`src/rtl/msws_pkg.sv`:
```
`timescale 1ns / 1ps
`default_nettype none
// ----------------------------------------------------------------------------
// msws_pkg
// Shared constants, types and the constant sine table for the multi-shape
// waveform sequencer.
// ----------------------------------------------------------------------------
package msws_pkg;

  localparam int TableSize       = 256;
  localparam int FullScaleLevels = 1000;
  localparam int LevelMax        = FullScaleLevels - 1;
  localparam int LedDivide       = 100;

  localparam int IdxW   = $clog2(TableSize);
  localparam int DutyW  = 10;
  localparam int CountW = 32;
  localparam int LevelW = $clog2(FullScaleLevels);
  localparam int ModW   = $clog2(LedDivide);

  localparam real Pi = 3.14159265358979323846;

  typedef enum logic [1:0] {
    SHAPE_SINE        = 2'd0,
    SHAPE_TRIANGLE    = 2'd1,
    SHAPE_SAWTOOTH    = 2'd2,
    SHAPE_SOFT_SQUARE = 2'd3
  } shape_t;

  typedef struct packed {
    logic              half_done;
    logic              cycle_done;
    logic [CountW-1:0] full_cycles;
    logic [CountW-1:0] half_cycles;
    logic              led_level;
  } status_t;

  typedef logic [DutyW-1:0] sine_rom_t [TableSize];

  function automatic logic [DutyW-1:0] sine_sample(input int i);
    int  q;
    int  m;
    bit  neg;
    real s;
    real v;
    q = 4 * i;
    if (q <= TableSize) begin
      m   = q;
      neg = 1'b0;
    end else if (q <= 2 * TableSize) begin
      m   = 2 * TableSize - q;
      neg = 1'b0;
    end else if (q <= 3 * TableSize) begin
      m   = q - 2 * TableSize;
      neg = 1'b1;
    end else begin
      m   = 4 * TableSize - q;
      neg = 1'b1;
    end
    if (m == 0) begin
      s = 0.0;
    end else if (m >= TableSize) begin
      s = 1.0;
    end else if (3 * m == TableSize) begin
      s = 0.5;
    end else begin
      s = $sin(Pi / 2.0 * m / TableSize);
    end
    v = neg ? (1.0 - s) : (1.0 + s);
    return DutyW'($rtoi(v * LevelMax / 2.0));
  endfunction

  function automatic sine_rom_t build_sine_rom();
    sine_rom_t rom;
    for (int i = 0; i < TableSize; i++) begin
      rom[i] = sine_sample(i);
    end
    return rom;
  endfunction

  localparam sine_rom_t SineRom = build_sine_rom();

endpackage
`default_nettype wire

```
`src/rtl/msws_shape.sv`:
```
`timescale 1ns / 1ps
`default_nettype none
// ----------------------------------------------------------------------------
// msws_shape
// Duty value of the selected shape at one sample index: sine table lookup or
// one scaled ramp segment.
// ----------------------------------------------------------------------------
module msws_shape (
  input  wire msws_pkg::shape_t         shape,
  input  wire logic [msws_pkg::IdxW-1:0]  idx,
  output logic      [msws_pkg::DutyW-1:0] duty
);
  import msws_pkg::*;

  localparam int OperandW  = $clog2(20 * TableSize + 1);
  localparam int ProdW     = OperandW + LevelW;
  localparam int ScaleSh   = IdxW + 1;
  localparam int RampSlope = 20;

  logic [OperandW-1:0] idx_w;
  logic [OperandW-1:0] i20;
  logic [OperandW-1:0] operand;
  logic [ProdW-1:0]    product;
  logic [DutyW-1:0]    scaled;

  assign idx_w   = OperandW'(idx);
  assign i20     = idx_w * OperandW'(RampSlope);
  assign product = ProdW'(operand) * ProdW'(LevelMax);
  assign scaled  = DutyW'(product >> ScaleSh);

  // all ramps share one scale: value = operand * M / (2N)
  always_comb begin
    operand = '0;
    duty    = scaled;
    case (shape)
      SHAPE_SINE: begin
        duty = SineRom[idx];
      end
      SHAPE_TRIANGLE: begin
        if (idx[IdxW-1]) begin
          operand = (OperandW'(TableSize) - idx_w) << 2;
        end else begin
          operand = idx_w << 2;
        end
      end
      SHAPE_SAWTOOTH: begin
        operand = idx_w << 1;
      end
      default: begin
        if (i20 < OperandW'(2 * TableSize)) begin
          operand = i20;
        end else if (i20 < OperandW'(9 * TableSize)) begin
          duty = DutyW'(LevelMax);
        end else if (i20 < OperandW'(11 * TableSize)) begin
          operand = OperandW'(11 * TableSize) - i20;
        end else if (i20 < OperandW'(18 * TableSize)) begin
          duty = '0;
        end else begin
          operand = i20 - OperandW'(18 * TableSize);
        end
      end
    endcase
  end

endmodule
`default_nettype wire

```
`src/rtl/msws_track.sv`:
```
`timescale 1ns / 1ps
`default_nettype none
// ----------------------------------------------------------------------------
// msws_track
// Sample index, half and full cycle counters and indicator level, with the
// updated values for the transfer being taken.
// ----------------------------------------------------------------------------
module msws_track (
  input  wire                            clk,
  input  wire                            rst,
  input  wire                            advance,
  input  wire                            restart,
  output logic     [msws_pkg::IdxW-1:0]  idx,
  output msws_pkg::status_t              status
);
  import msws_pkg::*;

  logic [IdxW-1:0]   sample_index;
  logic [CountW-1:0] full_count;
  logic [CountW-1:0] half_count;
  logic [ModW-1:0]   led_mod;
  logic              led;

  logic [IdxW-1:0]   sample_index_next;
  logic [CountW-1:0] full_base;
  logic [CountW-1:0] half_base;
  logic [ModW-1:0]   mod_base;
  logic [CountW-1:0] full_count_next;
  logic [CountW-1:0] half_count_next;
  logic [ModW-1:0]   led_mod_next;
  logic              led_next;
  logic              half_hit;
  logic              full_hit;

  always_comb begin
    idx       = restart ? '0 : sample_index;
    full_base = restart ? '0 : full_count;
    half_base = restart ? '0 : half_count;
    mod_base  = restart ? '0 : led_mod;
    half_hit  = (idx == IdxW'(TableSize / 2 - 1));
    full_hit  = (idx == IdxW'(TableSize - 1));
    half_count_next = half_base + CountW'(half_hit);
    full_count_next = full_base + CountW'(full_hit);
    led_mod_next    = mod_base;
    // counter wrap lands on zero, which is a multiple of the divide too
    if (full_hit) begin
      if (&full_base) begin
        led_mod_next = '0;
      end else if (mod_base == ModW'(LedDivide - 1)) begin
        led_mod_next = '0;
      end else begin
        led_mod_next = mod_base + ModW'(1);
      end
    end
    led_next          = led ^ (full_hit && (led_mod_next == '0));
    sample_index_next = full_hit ? '0 : idx + IdxW'(1);
  end

  assign status = '{half_done:   half_hit,
                    cycle_done:  full_hit,
                    full_cycles: full_count_next,
                    half_cycles: half_count_next,
                    led_level:   led_next};

  always_ff @(posedge clk) begin
    if (rst) begin
      sample_index <= '0;
      full_count   <= '0;
      half_count   <= '0;
      led_mod      <= '0;
      led          <= 1'b1;
    end else if (advance) begin
      sample_index <= sample_index_next;
      full_count   <= full_count_next;
      half_count   <= half_count_next;
      led_mod      <= led_mod_next;
      led          <= led_next;
    end
  end

endmodule
`default_nettype wire

```
`src/rtl/multi_shape_waveform_sequencer_top.sv`:
```
`timescale 1ns / 1ps
`default_nettype none
// ----------------------------------------------------------------------------
// multi_shape_waveform_sequencer_top
// Table-based function generator: one PWM duty value per input transfer for
// sine, triangle, sawtooth or soft square, with half and full cycle counting.
// ----------------------------------------------------------------------------
// result: registered on the input transfer, valid in the following cycle
// throughput: one transfer per cycle while out_ready stays high; the result register frees as it drains
// the index, counters and shape math are combinational, ahead of the result register
// reset: shape sine, index and counters zero, indicator high, no result pending
module multi_shape_waveform_sequencer_top (
  input  wire                              clk,
  input  wire                              rst,
  input  wire                              cfg_we,
  input  wire  [1:0]                       cfg_wdata,
  input  wire                              in_valid,
  output logic                             in_ready,
  input  wire                              restart,
  output logic                             out_valid,
  input  wire                              out_ready,
  output logic [msws_pkg::DutyW-1:0]       duty_value,
  output logic                             half_done,
  output logic                             cycle_done,
  output logic [msws_pkg::CountW-1:0]      full_cycles,
  output logic [msws_pkg::CountW-1:0]      half_cycles,
  output logic                             led_level
);
  import msws_pkg::*;

  shape_t           waveform_select;
  logic             accept;
  logic [IdxW-1:0]  idx;
  logic [DutyW-1:0] duty;
  status_t          status;

  assign in_ready = !rst && (!out_valid || out_ready);
  assign accept   = in_valid && in_ready;

  always_ff @(posedge clk) begin
    if (rst) begin
      waveform_select <= SHAPE_SINE;
    end else if (cfg_we) begin
      waveform_select <= shape_t'(cfg_wdata);
    end
  end

  msws_track u_track (
    .clk     (clk),
    .rst     (rst),
    .advance (accept),
    .restart (restart),
    .idx     (idx),
    .status  (status)
  );

  msws_shape u_shape (
    .shape (waveform_select),
    .idx   (idx),
    .duty  (duty)
  );

  always_ff @(posedge clk) begin
    if (rst) begin
      out_valid <= 1'b0;
    end else if (accept) begin
      out_valid <= 1'b1;
    end else if (out_ready) begin
      out_valid <= 1'b0;
    end
  end

  always_ff @(posedge clk) begin
    if (accept) begin
      duty_value  <= duty;
      half_done   <= status.half_done;
      cycle_done  <= status.cycle_done;
      full_cycles <= status.full_cycles;
      half_cycles <= status.half_cycles;
      led_level   <= status.led_level;
    end
  end

  a_flags_exclusive: assert property (@(posedge clk) disable iff (rst)
    out_valid |-> !(half_done && cycle_done))
    else $error("half and full flags set together");

  a_duty_range: assert property (@(posedge clk) disable iff (rst)
    out_valid |-> (duty_value <= DutyW'(LevelMax)))
    else $error("duty value above full scale");

  a_accept_fills: assert property (@(posedge clk) disable iff (rst)
    accept |=> out_valid)
    else $error("transfer taken without a result");

  a_restart_clears: assert property (@(posedge clk) disable iff (rst)
    (accept && restart) |=> (full_cycles == '0 && half_cycles == '0 && !cycle_done))
    else $error("restart did not clear the counters");

  a_full_counts: assert property (@(posedge clk) disable iff (rst)
    (accept && !restart && status.cycle_done) |=> (full_cycles != $past(full_cycles)))
    else $error("full cycle count did not advance");

endmodule
`default_nettype wire

```
`config.mk`:
```
export PLATFORM = sky130hd
export DESIGN_NAME = multi_shape_waveform_sequencer_top
export DESIGN_NICKNAME = d
export VERILOG_FILES = /design/src/rtl/msws_pkg.sv /design/src/rtl/msws_shape.sv /design/src/rtl/msws_track.sv /design/src/rtl/multi_shape_waveform_sequencer_top.sv
export SDC_FILE = /design/constraint.sdc
export NUM_CORES = 1
export LEC_CHECK = 0
export BUFFER_PORTS_ARGS = -buffer_cell sky130_fd_sc_hd__buf_2
export CORE_ASPECT_RATIO = 0.8
export CORE_MARGIN = 1
export CORE_UTILIZATION = 35
export DETAILED_ROUTE_END_ITERATION = 8
export MAX_ROUTING_LAYER = met4
export PLACE_DENSITY = 0.49
export SLEW_MARGIN = 30
export SYNTH_ARGS = -nofsm -noshare
export SYNTH_HDL_FRONTEND = slang
export SYNTH_SLANG_ARGS = --single-unit
```
`constraint.sdc`:
```
create_clock -name clk -period 19.3 [get_ports clk]
set_input_delay 5.79 -clock clk [delete_from_list [all_inputs] [get_ports clk]]
set_output_delay 5.79 -clock clk [all_outputs]
set_load 0.02 [all_outputs]
```
==> flow_metrics.tcl <==
set metrics [dict create \
    clock_path_buffers 2 \
    grt.total_usage_pct 22.60 \
    insertion_delay_ps 440 \
    timing.critical_path.from "restart" \
    avgViaCountPerCell 5.683 \
    period_minus_slack_ps 15570 \
    fp.dieW_um 221.7 \
    clock_power_share_pct 42.0 \
    critical_path.startpoint_type "primary input" \
    worst_setup_hold_path_clk_slew_ps 60 \
    synth_area_in_compound_gates_pct 19.86 \
    netlist_instances 1620 \
    number_of_warnings_issued_by_yosys 0 \
    drive_gt1_share_pct 10.98 \
    cell_with_the_largest_stage_delay_on_the_worst_path "a31oi_1" \
    multiInputGateArea_mm2 0.008710 \
    post_cts_resize_count 0 \
    power.sequential.fraction_pct 46.8 \
    regArea_mm2 0.003974 \
    final-setup-viol-count 0 \
    internal_power_uw 575.7 \
    crit-reg2reg-launch "u_track.sample_index[6]" \
    setup.worst_path.end_class "flip-flop" \
    route.detailed.drc 0 \
    outcome "finished clean" \
    num-fill-cells 3861 \
    endpoint "duty_value[9]" \
    post_synth_most_frequent_cells "nand2_1 (200), nor2_1 (146), inv_1 (103)" \
    synth-async-reset-ratio_pct 0 \
    layout.nets 1786 \
    globalplace.congestion 0.9554 \
    number_of_buffers_created_by_cts 17 \
    die_h_um 177.7 \
    io_buffer_count 86 \
    reg2reg_setup_slack_ps 9000 \
    largest_voltage_drop_on_the_vdd_net_v 0.00005875 \
    path_max_fanout 57 \
    share_of_synthesized_area_occupied_by_flip_flops_and_latches_pct 29.41 \
    switchingPower_uw 206.4 \
    timing.critical_path.arrival_ps 15750 \
    synth_most_common_cell "nand2_1" \
    power.switching_fraction_pct 26.39 \
    initial_util_pct 36.01 \
    timing.max_cap.violations 0 \
    yosys-mux-area-fraction_pct 0.6297 \
    synth_top_family_by_area "simple AND/OR/NAND/NOR gates" \
    areaGrowthSynthToFinish_pct 10.27 \
    route.final.wire_length_um 42810 \
    hold_class "reg -> reg" \
    antenna_violating_nets_post_route 0 \
    top_level_ports 87 \
    fin_setup_tns_ps 0 \
    postCtsHoldBufs 0 \
    critical-path-top-cell-by-count "ha_1" \
    combPwrFrac_pct 11.2 \
    timing.final.hold_violations 0 \
    tightestPinTransition_ps 1116 \
    die_area_mm2 0.03940 \
    period_share_pct 80.65 \
    clk_root_buffer_cell "clkbuf_16" \
    core.rowCount 63 \
    placeableCoreArea_mm2 0.03752 \
    drt_iter0_drc 1498 \
    mappedNetlistNets 1762 \
    postSynthRegisterBits 160 \
    routed_wire_length_per_instance_um 19.97 \
    mappedNetlistArea_mm2 0.01351 \
    dp.final_hpwl_um 30550 \
    layoutNonFillerInstCount 2144 \
    synth_xor_xnor_area_share_pct 6.139 \
    hold_slack_ps 472.9 \
    first_pass_grt_wire_length_um 67320 \
    total_iterations_of_the_first_detailed_routing_run 5 \
    cts.sinks 160 \
    ys_dominant_reg_cell "dfxtp_1" \
    edff_count_synth 77 \
    post_synth_num_cell_types 97 \
    timing.clock.skew_ps 10.45 \
    yosys.area_share.simple_pct 22.59 \
    post_synthesis_cell_type_with_the_largest_combined_area "edfxtp_1" \
    reg2reg_capture_point "duty_value[9]" \
    number_of_global_route_vias_before_repair 11510 \
    num_vias 12180 \
    yosys.area_share.adder_pct 15.13 \
    post-synth-top-area-fraction_pct 17.11 \
    antenna_cells_inserted 0 \
    critPathMaxStageDelay_ps 770 \
    worst_r2r_path_depth 27 \
    place_inst 2112 \
    holdPathStages 2 \
    h-tree-depth 4 \
    crit_type "in -> reg" \
    clock_tree_from_tritoncts "yes" \
    timing.critical_path.required_ps 19490 \
    grt_antenna_before_repair 0 \
    power_leakage_nw 5.895 \
    cellPowerDensity_mw_per_mm2 52.49 \
    post_synth_main_area_contributors "edfxtp_1 (17%), dfxtp_1 (12%), ha_1 (7.9%)" \
    grt.overflow.total 0 \
    final_max_slew_viol_count 0 \
    max_freq_ghz 0.06425 \
    rsz0062_at_grt "false" \
    grt_start_max_net_pins 82 \
    slew_headroom_pct 25.36 \
    post-cts-setup-buffers 0 \
    avgSynthCellArea_um2 8.341 \
]
==> routing by layer <==
| layer | global-route usage (%) | vias to the layer above | part of all wire (%) |
|---|---|---|---|
| met3 | 4.040 | 59 | 6.5 |
| met4 | 5.845 | 0 | 1.8 |
| met1 | 33.10 | 5869 | 50 |
| met5 | - | - | 0 |
| met2 | 31.54 | 429 | 41 |
| li1 | - | 5827 | - |
==> cell type report <==
class | instances | share of cell area [%]
sequential | 160 | 26.67
tap | 487 | 4.090
timing repair buffer | 111 | 4.190
multi-input combinational | 1243 | 58.46
inverter | 111 | 2.813
clock inverter | 10 | 0.6634
clock buffer | 22 | 3.116
==> layout by cell type, fill, tap and decap left out, types with 48 or more instances in the layout <==
cell type	count
buf_2	85
a21oi_1	93
ha_1	85
nand3b_1	56
dfxtp_1	83
nand2_1	200
xnor2_1	48
o21ai_0	85
nand3_1	48
fa_1	49
edfxtp_1	77
inv_1	101
nor2_1	146
==> flip-flops by register name, summed over array words and instances, names as in the netlist <==
signal and count:
u_track.led 1, half_cycles 32, u_track.sample_index 8, cycle_done 1, full_cycles 32, u_track.half_count 32, u_track.led_mod 7, waveform_select 2
led_level 1, u_track.full_count 32, out_valid 1, duty_value 10, half_done 1
==> through the flow <==
| step | total power, mW | area, um^2 | setup WS (ps) | util (%) |
|---|---|---|---|---|
| after floorplan | 0.4325 | 13510 | 4319 | - |
| after global placement | 0.4616 | 14320 | 3586 | 38.18 |
| after detailed placement | 0.4611 | 14320 | 3396 | 38.18 |
| after CTS | 0.7919 | 14890 | 3830 | 39.68 |
| after global routing | 0.8154 | 14900 | 3105 | 39.71 |
| final | 0.7821 | 14900 | 3735 | 39.71 |
==> how the worst min path moves through the flow <==
stage                                       from                     end  slack [ps]
after CTS                  u_track.half_count[0]   u_track.half_count[0]         480
final                      u_track.half_count[0]   u_track.half_count[0]         470
after global routing       u_track.half_count[0]   u_track.half_count[0]         490
after detailed placement   u_track.half_count[0]   u_track.half_count[0]         470
after global placement     u_track.half_count[0]   u_track.half_count[0]         460
after floorplan           u_track.half_count[31]  u_track.half_count[31]         440
==> power by group through the flow <==
stage | Combinational (mW) | Clock, mW | Sequential [mW]
6_report | 0.0875 | 0.328 | 0.366
5_1_grt | 0.0960 | 0.353 | 0.367
4_1_cts | 0.0877 | 0.338 | 0.367
3_5_place_dp | 0.0870 | 0 | 0.374
3_3_place_gp | 0.0875 | 0 | 0.374
2_1_floorplan | 0.0486 | 0 | 0.384
==> logic make-up after synthesis <==
logic type | Yosys count
xor gates and xnor gates | 93
DFF | 160
and+or+nand+nor | 615
buffers and inverters | 217
adders and majority gates | 134
muxes | 8
AOI/OAI and AO/OA | 393
==> worst max-delay path, delay by kind of cell <==
kind	cells	cell delay [ps]
AOI/OAI and AO/OA	12	3340
muxes	1	190
buffers and inverters	8	1560
and+or+nand+nor	4	800
xor gates and xnor gates	1	320
adders and majority gates	10	3670
(Power assumes the default switching activity.)
